**src/fbpa_pkg.sv**
```systemverilog
// ----------------------------------------------------------------------------
// fbpa_pkg: shared types and constants of the fixed block pool allocator
// Field widths, command and status codes, register indexes, reset values.
// ----------------------------------------------------------------------------
package fbpa_pkg;

	localparam int ADDR_W          = 32;
	localparam int BYTES_W         = 25;
	localparam int COUNT_W         = 5;
	localparam int CFG_DATA_W      = 32;
	localparam int CFG_IDX_W       = 2;
	localparam int BLOCK_SLOTS_DEF = 16;

	localparam logic [BYTES_W-1:0] BLOCK_BYTES_RST = BYTES_W'(256);
	localparam logic [COUNT_W-1:0] BLOCK_COUNT_RST = COUNT_W'(16);

	typedef enum logic {
		CMD_ALLOC = 1'b0,
		CMD_FREE  = 1'b1
	} cmd_t;

	typedef enum logic [1:0] {
		ST_OK          = 2'd0,
		ST_EXHAUSTED   = 2'd1,
		ST_NOT_FOUND   = 2'd2,
		ST_DOUBLE_FREE = 2'd3
	} status_t;

	typedef enum logic [CFG_IDX_W-1:0] {
		REG_BASE_ADDRESS = 2'd0,
		REG_BLOCK_BYTES  = 2'd1,
		REG_BLOCK_COUNT  = 2'd2
	} reg_idx_t;

	typedef struct packed {
		logic rebuild;
		logic pop;
		logic push;
	} list_op_t;

endpackage

```
**src/fbpa_if.sv**
```systemverilog
// ----------------------------------------------------------------------------
// fbpa_if: request and response channels of the block pool allocator
// Valid/ready channels; a transfer happens when valid and ready are high.
// ----------------------------------------------------------------------------
interface fbpa_req_if
	import fbpa_pkg::*;
();
	logic              valid;
	logic              ready;
	logic              cmd;
	logic [ADDR_W-1:0] address;

	modport source (output valid, output cmd, output address, input ready);
	modport sink   (input valid, input cmd, input address, output ready);
endinterface

interface fbpa_rsp_if
	import fbpa_pkg::*;
();
	logic               valid;
	logic               ready;
	logic [1:0]         status;
	logic [ADDR_W-1:0]  block_address;
	logic [COUNT_W-1:0] used_count;
	logic [COUNT_W-1:0] free_count;

	modport source (output valid, output status, output block_address,
		output used_count, output free_count, input ready);
	modport sink   (input valid, input status, input block_address,
		input used_count, input free_count, output ready);
endinterface

```
**src/fbpa_list.sv**
```systemverilog
// ----------------------------------------------------------------------------
// fbpa_list: LIFO free list with per-block in-use marks
// Link memory with valid bits (unwritten entry i links to i+1), head pointer.
// ----------------------------------------------------------------------------
module fbpa_list
	import fbpa_pkg::*;
#(
	parameter int BLOCK_SLOTS = BLOCK_SLOTS_DEF,
	parameter int PW = $clog2(BLOCK_SLOTS + 1),
	parameter int AW = (BLOCK_SLOTS > 1) ? $clog2(BLOCK_SLOTS) : 1
) (
	input  logic          clk,
	input  logic          arst_n,
	input  list_op_t      op,
	input  logic [PW-1:0] end_ptr,
	input  logic [AW-1:0] query_idx,
	output logic [PW-1:0] head,
	output logic          query_in_use
);

	logic [PW-1:0]          nf_mem [BLOCK_SLOTS];
	logic [PW-1:0]          rd_q;
	logic [BLOCK_SLOTS-1:0] nf_vld_q;
	logic [BLOCK_SLOTS-1:0] in_use_q;
	logic [PW-1:0]          head_q;
	logic [AW-1:0]          head_idx;
	logic [PW-1:0]          next_head;

	assign head_idx     = head_q[AW-1:0];
	assign next_head    = nf_vld_q[head_idx] ? rd_q : head_q + PW'(1);
	assign head         = head_q;
	assign query_in_use = in_use_q[query_idx];

	always_ff @(posedge clk) begin
		if (op.pop) begin
			nf_mem[head_idx] <= end_ptr;
		end else if (op.push) begin
			nf_mem[query_idx] <= head_q;
		end
		rd_q <= nf_mem[head_idx];
	end

	always_ff @(posedge clk or negedge arst_n) begin
		if (!arst_n) begin
			nf_vld_q <= '0;
			in_use_q <= '0;
			head_q   <= '0;
		end else if (op.rebuild) begin
			nf_vld_q <= '0;
			in_use_q <= '0;
			head_q   <= '0;
		end else if (op.pop) begin
			nf_vld_q[head_idx] <= 1'b1;
			in_use_q[head_idx] <= 1'b1;
			head_q             <= next_head;
		end else if (op.push) begin
			nf_vld_q[query_idx] <= 1'b1;
			in_use_q[query_idx] <= 1'b0;
			head_q              <= PW'(query_idx);
		end
	end

	a_pop_push_excl: assert property (@(posedge clk) disable iff (!arst_n)
		!(op.pop && op.push))
		else $error("pop and push in the same cycle");

	a_pop_nonempty: assert property (@(posedge clk) disable iff (!arst_n)
		op.pop |-> (head_q < end_ptr))
		else $error("pop from empty free list");

	a_push_in_use: assert property (@(posedge clk) disable iff (!arst_n)
		op.push |-> in_use_q[query_idx])
		else $error("push of a block not in use");

	a_pop_marks: assert property (@(posedge clk) disable iff (!arst_n)
		(op.pop && !op.rebuild) |=> in_use_q[$past(head_idx)])
		else $error("popped block not marked in use");

endmodule

```
**src/fixed_block_pool_allocator.sv**
```systemverilog
// ----------------------------------------------------------------------------
// fixed_block_pool_allocator: fixed-size block pool with LIFO free list
// Allocates and frees equal blocks at base + index * block size.
//
// Usage: req carries cmd (alloc/free) and address (for free); rsp returns
// status, block_address, used_count and free_count, one response per request.
// Config: cfg_we with cfg_index 0..2 writes base, block size or block count
// and rebuilds the list with every block free; write only while idle.
// Alloc steps from the request transfer to the response: accept/link read,
// pop, result; an exhausted alloc or a free of address zero goes to result.
// Free walks the block addresses with one shared adder and comparator, one
// block per cycle, until a match or the last of the N effective blocks.
// req.ready is high only while idle, so a new request is taken only once the
// last result is loaded. A finished response sits in the output register;
// the next request is taken while it waits, and that request's result holds
// back until rsp is free. Reset clears the list (all blocks free, head at
// block zero) and loads base 0, block size 256, block count 16; no clearing
// pass.
// ----------------------------------------------------------------------------
module fixed_block_pool_allocator
	import fbpa_pkg::*;
#(
	parameter int BLOCK_SLOTS = BLOCK_SLOTS_DEF
) (
	input  logic                  clk,
	input  logic                  arst_n,
	input  logic                  cfg_we,
	input  logic [CFG_IDX_W-1:0]  cfg_index,
	input  logic [CFG_DATA_W-1:0] cfg_wdata,
	fbpa_req_if.sink              req,
	fbpa_rsp_if.source            rsp
);

	localparam int PW = $clog2(BLOCK_SLOTS + 1);
	localparam int AW = (BLOCK_SLOTS > 1) ? $clog2(BLOCK_SLOTS) : 1;
	localparam int MW = PW + BYTES_W;

	typedef enum logic [2:0] {
		S_IDLE,
		S_SEARCH,
		S_ALLOC,
		S_FREE,
		S_DONE
	} state_t;

	state_t               state_q;
	logic [ADDR_W-1:0]    base_q;
	logic [BYTES_W-1:0]   bytes_q;
	logic [COUNT_W-1:0]   bcount_q;
	logic [PW-1:0]        used_q;
	logic [PW-1:0]        idx_q;
	logic [ADDR_W-1:0]    acc_q;
	logic [ADDR_W-1:0]    addr_q;
	logic [ADDR_W-1:0]    prod_s1;
	status_t              status_q;
	logic [ADDR_W-1:0]    res_addr_q;
	logic                 out_vld_q;
	status_t              out_status_q;
	logic [ADDR_W-1:0]    out_addr_q;
	logic [COUNT_W-1:0]   out_used_q;
	logic [COUNT_W-1:0]   out_free_q;

	logic [PW-1:0]        n_eff;
	logic [PW-1:0]        head;
	logic                 query_in_use;
	logic [MW-1:0]        prod_full;
	logic                 req_xfer;
	logic                 rebuild;
	logic                 out_load;
	list_op_t             list_op;

	always_comb begin
		if (bcount_q == '0) begin
			n_eff = PW'(1);
		end else if (int'(bcount_q) > BLOCK_SLOTS) begin
			n_eff = PW'(BLOCK_SLOTS);
		end else begin
			n_eff = PW'(bcount_q);
		end
	end

	assign req.ready = (state_q == S_IDLE);
	assign req_xfer  = req.valid && req.ready;
	assign out_load  = (state_q == S_DONE) && (!out_vld_q || rsp.ready);
	assign prod_full = MW'(head) * MW'(bytes_q);

	always_comb begin
		rebuild = 1'b0;
		if (cfg_we) begin
			unique case (cfg_index)
				REG_BASE_ADDRESS, REG_BLOCK_BYTES, REG_BLOCK_COUNT: rebuild = 1'b1;
				default: rebuild = 1'b0;
			endcase
		end
	end

	always_comb begin
		list_op.rebuild = rebuild;
		list_op.pop     = (state_q == S_ALLOC);
		list_op.push    = (state_q == S_FREE) && query_in_use;
	end

	fbpa_list #(
		.BLOCK_SLOTS (BLOCK_SLOTS),
		.PW          (PW),
		.AW          (AW)
	) u_list (
		.clk          (clk),
		.arst_n       (arst_n),
		.op           (list_op),
		.end_ptr      (n_eff),
		.query_idx    (idx_q[AW-1:0]),
		.head         (head),
		.query_in_use (query_in_use)
	);

	always_ff @(posedge clk or negedge arst_n) begin
		if (!arst_n) begin
			base_q   <= '0;
			bytes_q  <= BLOCK_BYTES_RST;
			bcount_q <= BLOCK_COUNT_RST;
		end else if (cfg_we) begin
			unique case (cfg_index)
				REG_BASE_ADDRESS: base_q   <= cfg_wdata[ADDR_W-1:0];
				REG_BLOCK_BYTES:  bytes_q  <= cfg_wdata[BYTES_W-1:0];
				REG_BLOCK_COUNT:  bcount_q <= cfg_wdata[COUNT_W-1:0];
				default: ;
			endcase
		end
	end

	always_ff @(posedge clk) begin
		prod_s1 <= ADDR_W'(prod_full);
	end

	always_ff @(posedge clk or negedge arst_n) begin
		if (!arst_n) begin
			state_q      <= S_IDLE;
			used_q       <= '0;
			out_vld_q    <= 1'b0;
			idx_q        <= '0;
			acc_q        <= '0;
			addr_q       <= '0;
			status_q     <= ST_OK;
			res_addr_q   <= '0;
			out_status_q <= ST_OK;
			out_addr_q   <= '0;
			out_used_q   <= '0;
			out_free_q   <= '0;
		end else begin
			if (rebuild) begin
				used_q <= '0;
			end
			if (out_load) begin
				out_vld_q <= 1'b1;
			end else if (rsp.ready) begin
				out_vld_q <= 1'b0;
			end

			unique case (state_q)
				S_IDLE: begin
					if (req_xfer) begin
						res_addr_q <= '0;
						status_q   <= ST_OK;
						if (req.cmd == CMD_ALLOC) begin
							if (head >= n_eff) begin
								status_q <= ST_EXHAUSTED;
								state_q  <= S_DONE;
							end else begin
								state_q <= S_ALLOC;
							end
						end else begin
							addr_q <= req.address;
							idx_q  <= '0;
							acc_q  <= base_q;
							if (req.address == '0) begin
								status_q <= ST_NOT_FOUND;
								state_q  <= S_DONE;
							end else begin
								state_q <= S_SEARCH;
							end
						end
					end
				end
				S_SEARCH: begin
					if (acc_q == addr_q) begin
						state_q <= S_FREE;
					end else if (idx_q == n_eff - PW'(1)) begin
						status_q <= ST_NOT_FOUND;
						state_q  <= S_DONE;
					end else begin
						idx_q <= idx_q + PW'(1);
						acc_q <= acc_q + ADDR_W'(bytes_q);
					end
				end
				S_ALLOC: begin
					res_addr_q <= base_q + prod_s1;
					used_q     <= used_q + PW'(1);
					state_q    <= S_DONE;
				end
				S_FREE: begin
					if (!query_in_use) begin
						status_q <= ST_DOUBLE_FREE;
					end else if (used_q != '0) begin
						used_q <= used_q - PW'(1);
					end
					state_q <= S_DONE;
				end
				S_DONE: begin
					if (out_load) begin
						out_status_q <= status_q;
						out_addr_q   <= res_addr_q;
						out_used_q   <= COUNT_W'(used_q);
						out_free_q   <= COUNT_W'(n_eff - used_q);
						state_q      <= S_IDLE;
					end
				end
				default: state_q <= S_IDLE;
			endcase
		end
	end

	assign rsp.valid         = out_vld_q;
	assign rsp.status        = out_status_q;
	assign rsp.block_address = out_addr_q;
	assign rsp.used_count    = out_used_q;
	assign rsp.free_count    = out_free_q;

	a_used_bound: assert property (@(posedge clk) disable iff (!arst_n)
		used_q <= n_eff)
		else $error("used count above block count");

	a_busy_after_xfer: assert property (@(posedge clk) disable iff (!arst_n)
		req_xfer |=> !req.ready)
		else $error("request taken while busy");

	a_search_range: assert property (@(posedge clk) disable iff (!arst_n)
		(state_q == S_SEARCH) |-> (idx_q < n_eff))
		else $error("search index out of range");

	a_alloc_counts: assert property (@(posedge clk) disable iff (!arst_n)
		(state_q == S_ALLOC) |=> (used_q == $past(used_q) + PW'(1)))
		else $error("alloc did not count the block");

endmodule

```
**src/flat_wrapper.sv**
```systemverilog
// flat-port wrapper written by rule: the top's interface ports become plain ports
module fixed_block_pool_allocator_flat import fbpa_pkg::*;
#(
	parameter int BLOCK_SLOTS = BLOCK_SLOTS_DEF
)
  (clk, arst_n, cfg_we, cfg_index, cfg_wdata, req_valid, req_cmd, req_address, req_ready, rsp_valid, rsp_status, rsp_block_address, rsp_used_count, rsp_free_count, rsp_ready);
  fbpa_req_if req_i ();
  fbpa_rsp_if rsp_i ();
  input  logic clk;
  input  logic arst_n;
  input  logic cfg_we;
  input  logic [CFG_IDX_W-1:0] cfg_index;
  input  logic [CFG_DATA_W-1:0] cfg_wdata;
  input wire logic [$bits(req_i.valid)-1:0] req_valid;
  input wire logic [$bits(req_i.cmd)-1:0] req_cmd;
  input wire logic [$bits(req_i.address)-1:0] req_address;
  output wire logic [$bits(req_i.ready)-1:0] req_ready;
  output wire logic [$bits(rsp_i.valid)-1:0] rsp_valid;
  output wire logic [$bits(rsp_i.status)-1:0] rsp_status;
  output wire logic [$bits(rsp_i.block_address)-1:0] rsp_block_address;
  output wire logic [$bits(rsp_i.used_count)-1:0] rsp_used_count;
  output wire logic [$bits(rsp_i.free_count)-1:0] rsp_free_count;
  input wire logic [$bits(rsp_i.ready)-1:0] rsp_ready;
  assign req_i.valid = req_valid;
  assign req_i.cmd = req_cmd;
  assign req_i.address = req_address;
  assign req_ready = req_i.ready;
  assign rsp_valid = rsp_i.valid;
  assign rsp_status = rsp_i.status;
  assign rsp_block_address = rsp_i.block_address;
  assign rsp_used_count = rsp_i.used_count;
  assign rsp_free_count = rsp_i.free_count;
  assign rsp_i.ready = rsp_ready;
  fixed_block_pool_allocator #(.BLOCK_SLOTS(BLOCK_SLOTS)) u_core (.clk(clk), .arst_n(arst_n), .cfg_we(cfg_we), .cfg_index(cfg_index), .cfg_wdata(cfg_wdata), .req(req_i), .rsp(rsp_i));
endmodule
```
**config.mk**
```make
export PLATFORM = sky130hd
export DESIGN_NAME = fixed_block_pool_allocator_flat
export DESIGN_NICKNAME = d
export VERILOG_FILES = /design/src/fbpa_pkg.sv /design/src/fbpa_if.sv /design/src/fbpa_list.sv /design/src/fixed_block_pool_allocator.sv /design/src/flat_wrapper.sv
export SDC_FILE = /design/constraint.sdc
export NUM_CORES = 1
export LEC_CHECK = 0
export ABC_AREA = 1
export ABC_CLOCK_PERIOD_IN_PS = 5750
export BUFFER_PORTS_ARGS = -buffer_cell sky130_fd_sc_hd__buf_2
export CAP_MARGIN = 20
export CORE_UTILIZATION = 60
export DETAILED_ROUTE_END_ITERATION = 8
export HOLD_SLACK_MARGIN = 0.05
export PLACE_DENSITY = 0.78
export SKIP_LAST_GASP = 1
export SYNTH_ARGS = -nofsm -noshare
export SYNTH_HDL_FRONTEND = slang
export SYNTH_SLANG_ARGS = --single-unit
```
**constraint.sdc**
```tcl
create_clock -name clk -period 5.75 [get_ports clk]
set_clock_uncertainty 0.1 [all_clocks]
set_input_delay 0.8625 -clock clk [delete_from_list [all_inputs] [get_ports clk]]
set_output_delay 0.8625 -clock clk [all_outputs]
set_load 0.1 [all_outputs]
```
# Word level (Yosys, flattened, before mapping)
# Memory sizes are Yosys's and may differ from the RTL's. A register that Yosys moved wholly into a read port is not among the register bits.
# Index checks and enable logic that the tools add are counted.
[op_classes]
muxes = 64
reduce_logical = 29
n_lt_le_gt_ge = 6
mul = 1
bitwise = 5
eq_ne = 16
addsub = 8
[op_table]
columns = ["op", "n"]
rows = [
  ["2-to-1 mux 32 bit", 5],
  ["case mux 32 bit (2 select lines)", 2],
  ["2-to-1 mux 16 bit", 6],
  ["2-to-1 mux 5 bit", 14],
  ["bitwise OR 16 bit", 3],
  ["adder 32 x 25 -> 32 bit", 1],
  ["adder 32 x 30 -> 32 bit", 1],
  ["equality test 32 bit", 1],
  ["zero test 32 bit", 1],
  ["multiplier 5 x 25 -> 30 bit", 1],
  ["2-to-1 mux 3 bit", 7],
  ["case mux 5 bit (2 select lines)", 2],
  ["AND 16 bit", 1],
  ["NOT 16 bit", 1],
  ["adder 5 x 1 -> 5 bit (second input constant)", 3],
  ["2-to-1 mux 1 bit", 15],
  ["2-to-1 mux 2 bit", 6],
  ["case mux 3 bit (4 select lines)", 1],
  ["< comparator 4 x 5 -> 1 bit (second input constant)", 2],
  ["inequality test 2 bit (second input constant)", 5],
  ["AND reduction 2 bit", 5],
  ["AND reduction 5 bit", 2],
  ["subtractor 5 x 1 -> 5 bit (second input constant)", 2],
  ["binary-select mux 1 bit (select 4 bit)", 2],
  ["other kinds (28)", 40],
]
[word_totals]
inputBits = 72
memories = 1
ramBits = 80
wordCells = 149
ff_bits = 285
output_inout_bits = 46
[mem_list]
columns = ["name", "depth", "width", "read_ports", "rd_ports_with_merged_regs", "write_ports", "line", "rtl"]
rows = [
  ["u_core.u_list.nf_mem", 16, 5, 1, 1, 1, "fbpa_list.sv:21", "logic [PW-1:0] nf_mem [BLOCK_SLOTS];"],
]

# Longest topological paths before layout
# Gate-level depths: netlist (run 1).
[logic_depth]
depth_word = 9
mapped_depth = 21
depth_no_buf = 18

# Modules after synthesis
# From an unflattened synthesis (run 1), not the netlist that was laid out.
[unflattened]
hier_cells = 3376
hier_area_um2 = 24727.5
[by_module_without_submodules]
columns = ["module", "n_inst", "seq_area_each_um2", "cells_each", "area_each_um2"]
rows = [
  ["fixed_block_pool_allocator", 1, 6058.3, 2794, 19042.0],
  ["fbpa_list", 1, 3428.3, 582, 5685.5],
]

# Worst setup path before layout (run 1)
# No wires, ideal clock.
[synth_timing]
path_type = "reg2reg"
from = "reg u_core.u_list.head_q[3], in the netlist u_core.u_list.head[3]"
to = "reg u_core.prod_s1[29]"
synth_period_minus_slack_ps = 4181
n_path_buf = 2
stages_incl_launch_ff = 19
setup_slack_ps = 1569
required_time_ps = 5538
t_arrival_ps = 3969
path_cell_list = "dfrtp_1 -> clkbuf_1 -> buf_1 -> nand2_1 -> fa_1 -> fa_1 -> fa_1 -> inv_1 -> ha_1 -> a21oi_1 -> o21ai_1 -> a21oi_1 -> o21ai_1 -> nand2_1 -> nand2_1 -> nand2_1 -> nand2_1 -> nand2_1 -> nand2_1"
[synth_between]
elab_chain_cells = 1
[synth_lines]
columns = ["item", "line", "rtl"]
rows = [
  ["start: declaration", "fbpa_list.sv:25", "logic [PW-1:0] head_q;"],
  ["start signal: assignment", "fbpa_list.sv:55", "head_q <= next_head;"],
  ["start signal: assignment", "fbpa_list.sv:59", "head_q <= PW'(query_idx);"],
  ["multiplier 5 x 25 -> 30 bit", "fixed_block_pool_allocator.sv:85", "assign prod_full = MW'(head) * MW'(bytes_q);"],
  ["net u_core.prod_full[29]", "fixed_block_pool_allocator.sv:66", "logic [MW-1:0] prod_full;"],
  ["end signal: assignment", "fixed_block_pool_allocator.sv:133", "prod_s1 <= ADDR_W'(prod_full);"],
  ["end: declaration", "fixed_block_pool_allocator.sv:54", "logic [ADDR_W-1:0] prod_s1;"],
]
# The timed path passes the listed nets, and every way through them passes these cells.
# A chain may end at the register's enable or synchronous reset.

# Worst setup path in the final report (run 1)
[layout_timing]
from = "reg u_core.u_list.head_q[3], in the netlist u_core.u_list.head[3]"
to = "reg u_core.prod_s1[21]"
# Same word-level chain as after synthesis.

==> flow_summary.toml, run 1 <==
[detailed_routing]
maxUsedRoutingLayer = "met4"
wire_per_inst_um = 18.9
drt_iter0_drc = 2046
avgViaCountPerCell = 5.67
vias = 22300
dr_wl_met2_um = 34100
wl_met3_um = 5420
wirelength_met1_um = 30700
wl_um = 74300
drc = 0
first_pass_iters = 5
postRouteAntennaNets = 0

[cts]
clk_latency_ns = 0.59
cts_max_path_buffers = 3
postCtsSetupRepairBufs = 0
hold_buffers = 0
post_cts_resized = 0
cts_root_buffer = "clkbuf_16"
cts.sinks = 370
cts.clk_slew.worst_paths_ns = 0.07
cts-htree-levels = 2
cts_tree = "yes"
cts_made_buffers = 41

[sta]
min_period_ns = 4.89
tns_ns = 0
hold_violations = 0
rsz0062_at_grt = "false"
drv_slew = 0
period_share_pct = 85.0
max_freq_mhz = 204
relSlewSlack_pct = 23.3
tightest_slew_ns = 1.14
setup_violations = 0

[global_route]
grt_pass1_vias = 21800
grt_pass1_wl_um = 117000
grtUsageTotal_pct = 36.5
grt_antenna_before_repair = 0
grt_max_degree = 107
overflow = 0

[floorplanning]
start_util_pct = 61.2
die_h_um = 204
rows = 73
ioPinCount = 118
die_x_um = 204
die_area_um2 = 41500
core_area_um2 = 39900

[yosys]
syn-cell-area_um2 = 24400
synth_seq_cells = 370
async_reset_ff_share_pct = 68.9
yosys-top-cells-area = "dfrtp_1, nand2_1, edfxtp_1"
ys.flop_type = "dfrtp_1"
avgSynthCellArea_um2 = 7.43
yosysTopAreaCellShare_pct = 25.9
synthCells = 3290
synth_edf_count = 80
syn_nets = 3547
ys_warn_count = 0
synth.distinct_cells = 52
ys_seq_area_share_pct = 38.8
synth.largest_area_cell = "dfrtp_1"

[placed_design]
port_buffers = 117
dpl.hpwl_um = 57100
gp_congestion = 0.991

[status]
status = "finished clean"

[final_layout]
num-fill-cells = 3359
final_layout_size_suffix_gt1_share_pct = 7.84
antennaDiodeCount = 0
mostFrequentLayoutCell = "nand2_1"
fin_nets = 3632
final_cell_mix = "nand2_1, inv_1, dfrtp_1, nor2_1, o21ai_0"
area_growth_pct = 10.1

[power_and_ir_drop]
comb_power_share_pct = 46.4
p_per_area_nw_per_um2 = 478
peakVddDrop_uv = 358
clockPowerShare_pct = 22.1
p_switching_w = 0.00616
p_sw_share_pct = 48.0
leakage_nw = 14.4
internal_power_w = 0.00669
p_total_w = 0.0129
seq_power_share_pct = 31.5

[critical_path]
cp.required_ns = 6.13
rrSetupSlack_ns = 0.86
cp-start-kind = "register"
cp-end-kind = "register"
worst_ep_arrival_time_ns = 5.27
reg2reg_depth = 16
path_class = "register to register"
crit_fanout = 31

[run]
maxCapViolCount = 0

[min_path]
hp-class = "input pin to asynchronous set/reset pin"
stage by stage:
step | hold WS [ns] | util (%) | cells | setup WS, ns | cell area, um^2
final | 0.181 | 67.4 | 3931 | 0.860 | 26900
after global routing | 0.276 | 67.4 | 3931 | 0.562 | 26900
after CTS | 0.244 | 67.4 | 3930 | 0.939 | 26900
after detailed placement | 0.361 | 63.8 | 3856 | 0.929 | 25400
after global placement | 0.356 | 63.8 | 3856 | 1.12 | 25400
after floorplan | 0.338 | - | 3290 | 1.57 | 24400
final cells by class:
class / count / area, um^2 / share of cell area, %
clock buffer: 55 / 1140 / 4.23
clock inverter: 19 / 305 / 1.13
inverter: 531 / 1990 / 7.41
multi-input combinational: 2293 / 12500 / 46.6
sequential: 370 / 9490 / 35.3
tap: 525 / 657 / 2.44
timing repair buffer: 138 / 778 / 2.89
sequential cells by signal (all words and copies together) (netlist names), 25 cells and up:
| register | count |
|---|---|
| u_core.u_list.nf_mem | 80 |
| u_core.acc_q | 32 |
| u_core.addr_q | 32 |
| u_core.base_q | 32 |
| u_core.res_addr_q | 32 |
| u_core.rsp.block_address | 32 |
| u_core.prod_s1 | 30 |
| u_core.bytes_q | 25 |
final timing paths:
path | from | to
setup / recovery | u_core.u_list.head[3] | u_core.prod_s1[21]
hold / removal | arst_n | u_core.addr_q[31]
setup reg to reg | u_core.u_list.head[3] | u_core.prod_s1[21]
hold reg to reg | u_core.rsp.used_count[0] | u_core.rsp.used_count[0]
max in group asynchronous | arst_n | u_core.base_q[24]
min in group clk | u_core.rsp.used_count[0] | u_core.rsp.used_count[0]
synth_stat cells (12+ instances only):
| library cell | n |
|---|---|
| dfxtp_1 | 35 |
| inv_1 | 518 |
| fa_1 | 72 |
| o21ai_0 | 249 |
| a211oi_1 | 17 |
| o22ai_1 | 34 |
| nand4_1 | 35 |
| xor2_1 | 34 |
| edfxtp_1 | 80 |
| nand3_1 | 166 |
| clkbuf_1 | 67 |
| a21oi_1 | 113 |
| nor3_1 | 32 |
| nor2_1 | 250 |
| mux2_2 | 15 |
| ha_1 | 113 |
| dfrtp_1 | 253 |
| o21ai_1 | 12 |
| xnor2_1 | 27 |
| buf_2 | 14 |
| nand2_1 | 1019 |
power groups by stage:
| stage | Combinational (W) | Clock (W) | Sequential, W |
|---|---|---|---|
| global route | 0.00655 | 0.00296 | 0.00411 |
| finish | 0.00596 | 0.00284 | 0.00405 |
| global placement | 0.00572 | 0 | 0.00405 |
| detailed placement | 0.00587 | 0 | 0.00407 |
| CTS | 0.00590 | 0.00287 | 0.00403 |
| floorplan | 0.00367 | 0 | 0.00468 |
layer usage:
layer	track usage, %	vias to the layer above
li1	-	10600
met1	47.6	10600
met2	58.8	950
met3	5.05	202
met4	20.2	0
met5	0	-
logic make-up (layout without fill, tap and decap cells):
family / after synthesis / in the layout / share of synthesized area, %
mux: 15 / 15 / 0.691
simple gates: 1545 / 1545 / 25.7
flops: 370 / 370 / 38.8
buf+inv: 627 / 743 / 9.88
compound gates: 487 / 487 / 11.0
xor+xnor: 61 / 61 / 2.19
fa+ha+maj: 185 / 185 / 11.7
critical path, stage by stage (launching register included):
cell	delay, ns
dfrtp_1	1.08
nand2_1	0.20
fa_1	0.55
fa_1	0.52
fa_1	0.56
inv_1	0.04
ha_1	0.36
a21oi_1	0.17
o21ai_1	0.12
a21oi_1	0.37
o21ai_1	0.22
nand2_1	0.10
nand2_1	0.12
nand2_1	0.12
nand2_1	0.05
nand2_1	0.05
nand2_1	0.04
No activity file was read; power rests on OpenSTA's default activity.
==> inputs of run 2 (changes only) <==
==> constraint.sdc (replaced) <==
create_clock -name clk -period 5.75 [get_ports clk]
set_clock_uncertainty 0.1 [all_clocks]
set_input_delay 0.2875 -clock clk [delete_from_list [all_inputs] [get_ports clk]]
set_output_delay 0.2875 -clock clk [all_outputs]
set_load 0.1 [all_outputs]
==> run 2 against run 1 <==
Against the previous run: routed wire length up 3.3%; final area increased by 2.5%; worst setup slack better by 0.032 ns; critical path type unchanged; final cell count increased by 1.8%; critical path depth is the same; via count up 2.3%; combinational power increased by 1%; power increased by 0.28%.
==> flow_summary.toml, run 2 (synthesis gave the netlist of run 1 again) <==
[status]
status = "finished clean"

[critical_path]
cp_common_cell = "nand2_1"
cp-end-kind = "register"
slowest_stage = "dfrtp_1"
rrSetupSlack_ns = 0.89
worst_ep_arrival_time_ns = 5.23
path_class = "register to register"
cp_top_family = "adder cells"
cpPeakStageDelay_ns = 1.07
path_cells = "nand2_1 > fa_1 > fa_1 > fa_1 > inv_1 > ha_1 > a21oi_1 > o21ai_1 > a21oi_1 > o21ai_1 > nand2_1 > nand2_1 > nand2_1 > nand2_1 > nand2_1 > nand2_1"
cp.required_ns = 6.12
cp-start-kind = "register"
path_buf_inv = 1
crit_fanout = 31

[detailed_routing]
first_pass_iters = 6
drc = 0
wire_per_inst_um = 19.2
vias = 22800
avgViaCountPerCell = 5.70
postRouteAntennaNets = 0
drt_iter0_drc = 2213
wl_um = 76700

[cts]
cts_made_buffers = 41
cts.clk_slew.worst_paths_ns = 0.06
postCtsSetupRepairBufs = 0
cts-htree-levels = 2
clk_latency_ns = 0.58
post_cts_resized = 0
cts.sinks = 370
cts_max_path_buffers = 3
cts_root_buffer = "clkbuf_16"
cts_tree = "yes"

[placed_design]
place_area_um2 = 25400
dpl.hpwl_um = 56800
port_buffers = 117
dp_cells = 3855
gp_congestion = 0.995

[power_and_ir_drop]
p_per_area_nw_per_um2 = 467
leakage_nw = 14.7
peakVddDrop_uv = 409

[min_path]
hp-class = "input pin to register"

[final_layout]
area_growth_pct = 12.9
final_cell_mix = "nand2_1, inv_1, dfrtp_1, nor2_1, o21ai_0"
final_layout_size_suffix_gt1_share_pct = 7.60
seqCellArea_um2 = 9490
regMostFlops = "u_core.u_list.nf_mem"
finish.instance_area_um2 = 27600
largest_reg_flops = 80
utilization_pct = 69.1
fin_nets = 3700
stdcell_count = 4001
multiInputGateArea_um2 = 12500
num-fill-cells = 3276
mostFrequentLayoutCell = "nand2_1"

[run]
maxCapViolCount = 0

[floorplanning]
die_h_um = 204
die_x_um = 204
core_area_um2 = 39900
start_util_pct = 61.2
die_area_um2 = 41500
ioPinCount = 118
rows = 73

[sta]
hold_violations = 0
period_share_pct = 84.5
relSlewSlack_pct = 26.4
rsz0062_at_grt = "false"
tns_ns = 0
max_freq_mhz = 206
tightest_slew_ns = 1.10
whs_ns = 0.0419
setup_violations = 0
min_period_ns = 4.86
drv_slew = 0

[global_route]
grt_use_met1_pct = 47.8
grtUsageTotal_pct = 37.6
grt_use_met2_pct = 62.2
overflow = 0
grt_pass1_vias = 22500
grt_antenna_before_repair = 3
grt_max_degree = 162
grt_util_met3_pct = 5.77
top_usage_layer = "met2"
grt_pass1_wl_um = 121000
-- run 2: where the power goes --
| part | total [W] | internal [W] | switching [W] |
|---|---|---|---|
| sequential | 0.00406 | 0.00334 | 0.000723 |
| combinational | 0.00604 | 0.00170 | 0.00434 |
| clock | 0.00278 | 0.00165 | 0.00113 |
-- run 2: routing by layer --
metal	vias to the layer above	wire, um
li1	10700	-
met1	10800	31000
met2	1049	35800
met3	214	5850
met4	4	4080
met5	-	26
-- run 2: path summary, 6_finish.rpt --
check	to	startpoint	cells past startpoint
hold reg to reg	u_core.rsp.block_address[18]	u_core.rsp.block_address[18]	2
max in group asynchronous	u_core.status_q[0]	arst_n	3
min in group asynchronous	u_core.addr_q[30]	arst_n	2
hold / removal	u_core.base_q[30]	cfg_index[1]	4
setup reg to reg	u_core.prod_s1[17]	u_core.u_list.head[3]	16
setup / recovery	u_core.prod_s1[17]	u_core.u_list.head[3]	16
-- run 2: tightest hold or removal path: cells and delay by family --
kind / cells / cell delay, ns
AO/OA/AOI/OAI: 1 / 0.09
buffers and inverters: 2 / 0.16
AND/OR/NAND/NOR: 1 / 0.14
-- run 2: final cells by class --
class | instances | share of cell area [%]
multi-input combinational | 2293 | 45.5
sequential | 370 | 34.4
inverter | 531 | 7.23
timing repair buffer | 206 | 5.30
clock buffer | 52 | 4.01
tap | 525 | 2.38
clock inverter | 23 | 1.19
antenna | 1 | 0.00907
-- run 2: repair_timing --
item	in CTS	in global routing
hold buffers	68	1
endpoints found under the hold margin	190	1
setup endpoints to repair	0	0
-- run 2: through the flow --
| stage | power (W) | worst slack, ns |
|---|---|---|
| 2_1_floorplan | 0.00834 | 1.57 |
| 3_3_place_gp | 0.00977 | 1.13 |
| 3_5_place_dp | 0.00993 | 0.957 |
| 4_1_cts | 0.0128 | 0.984 |
| 5_1_grt | 0.0136 | 0.551 |
| 6_report | 0.0129 | 0.891 |
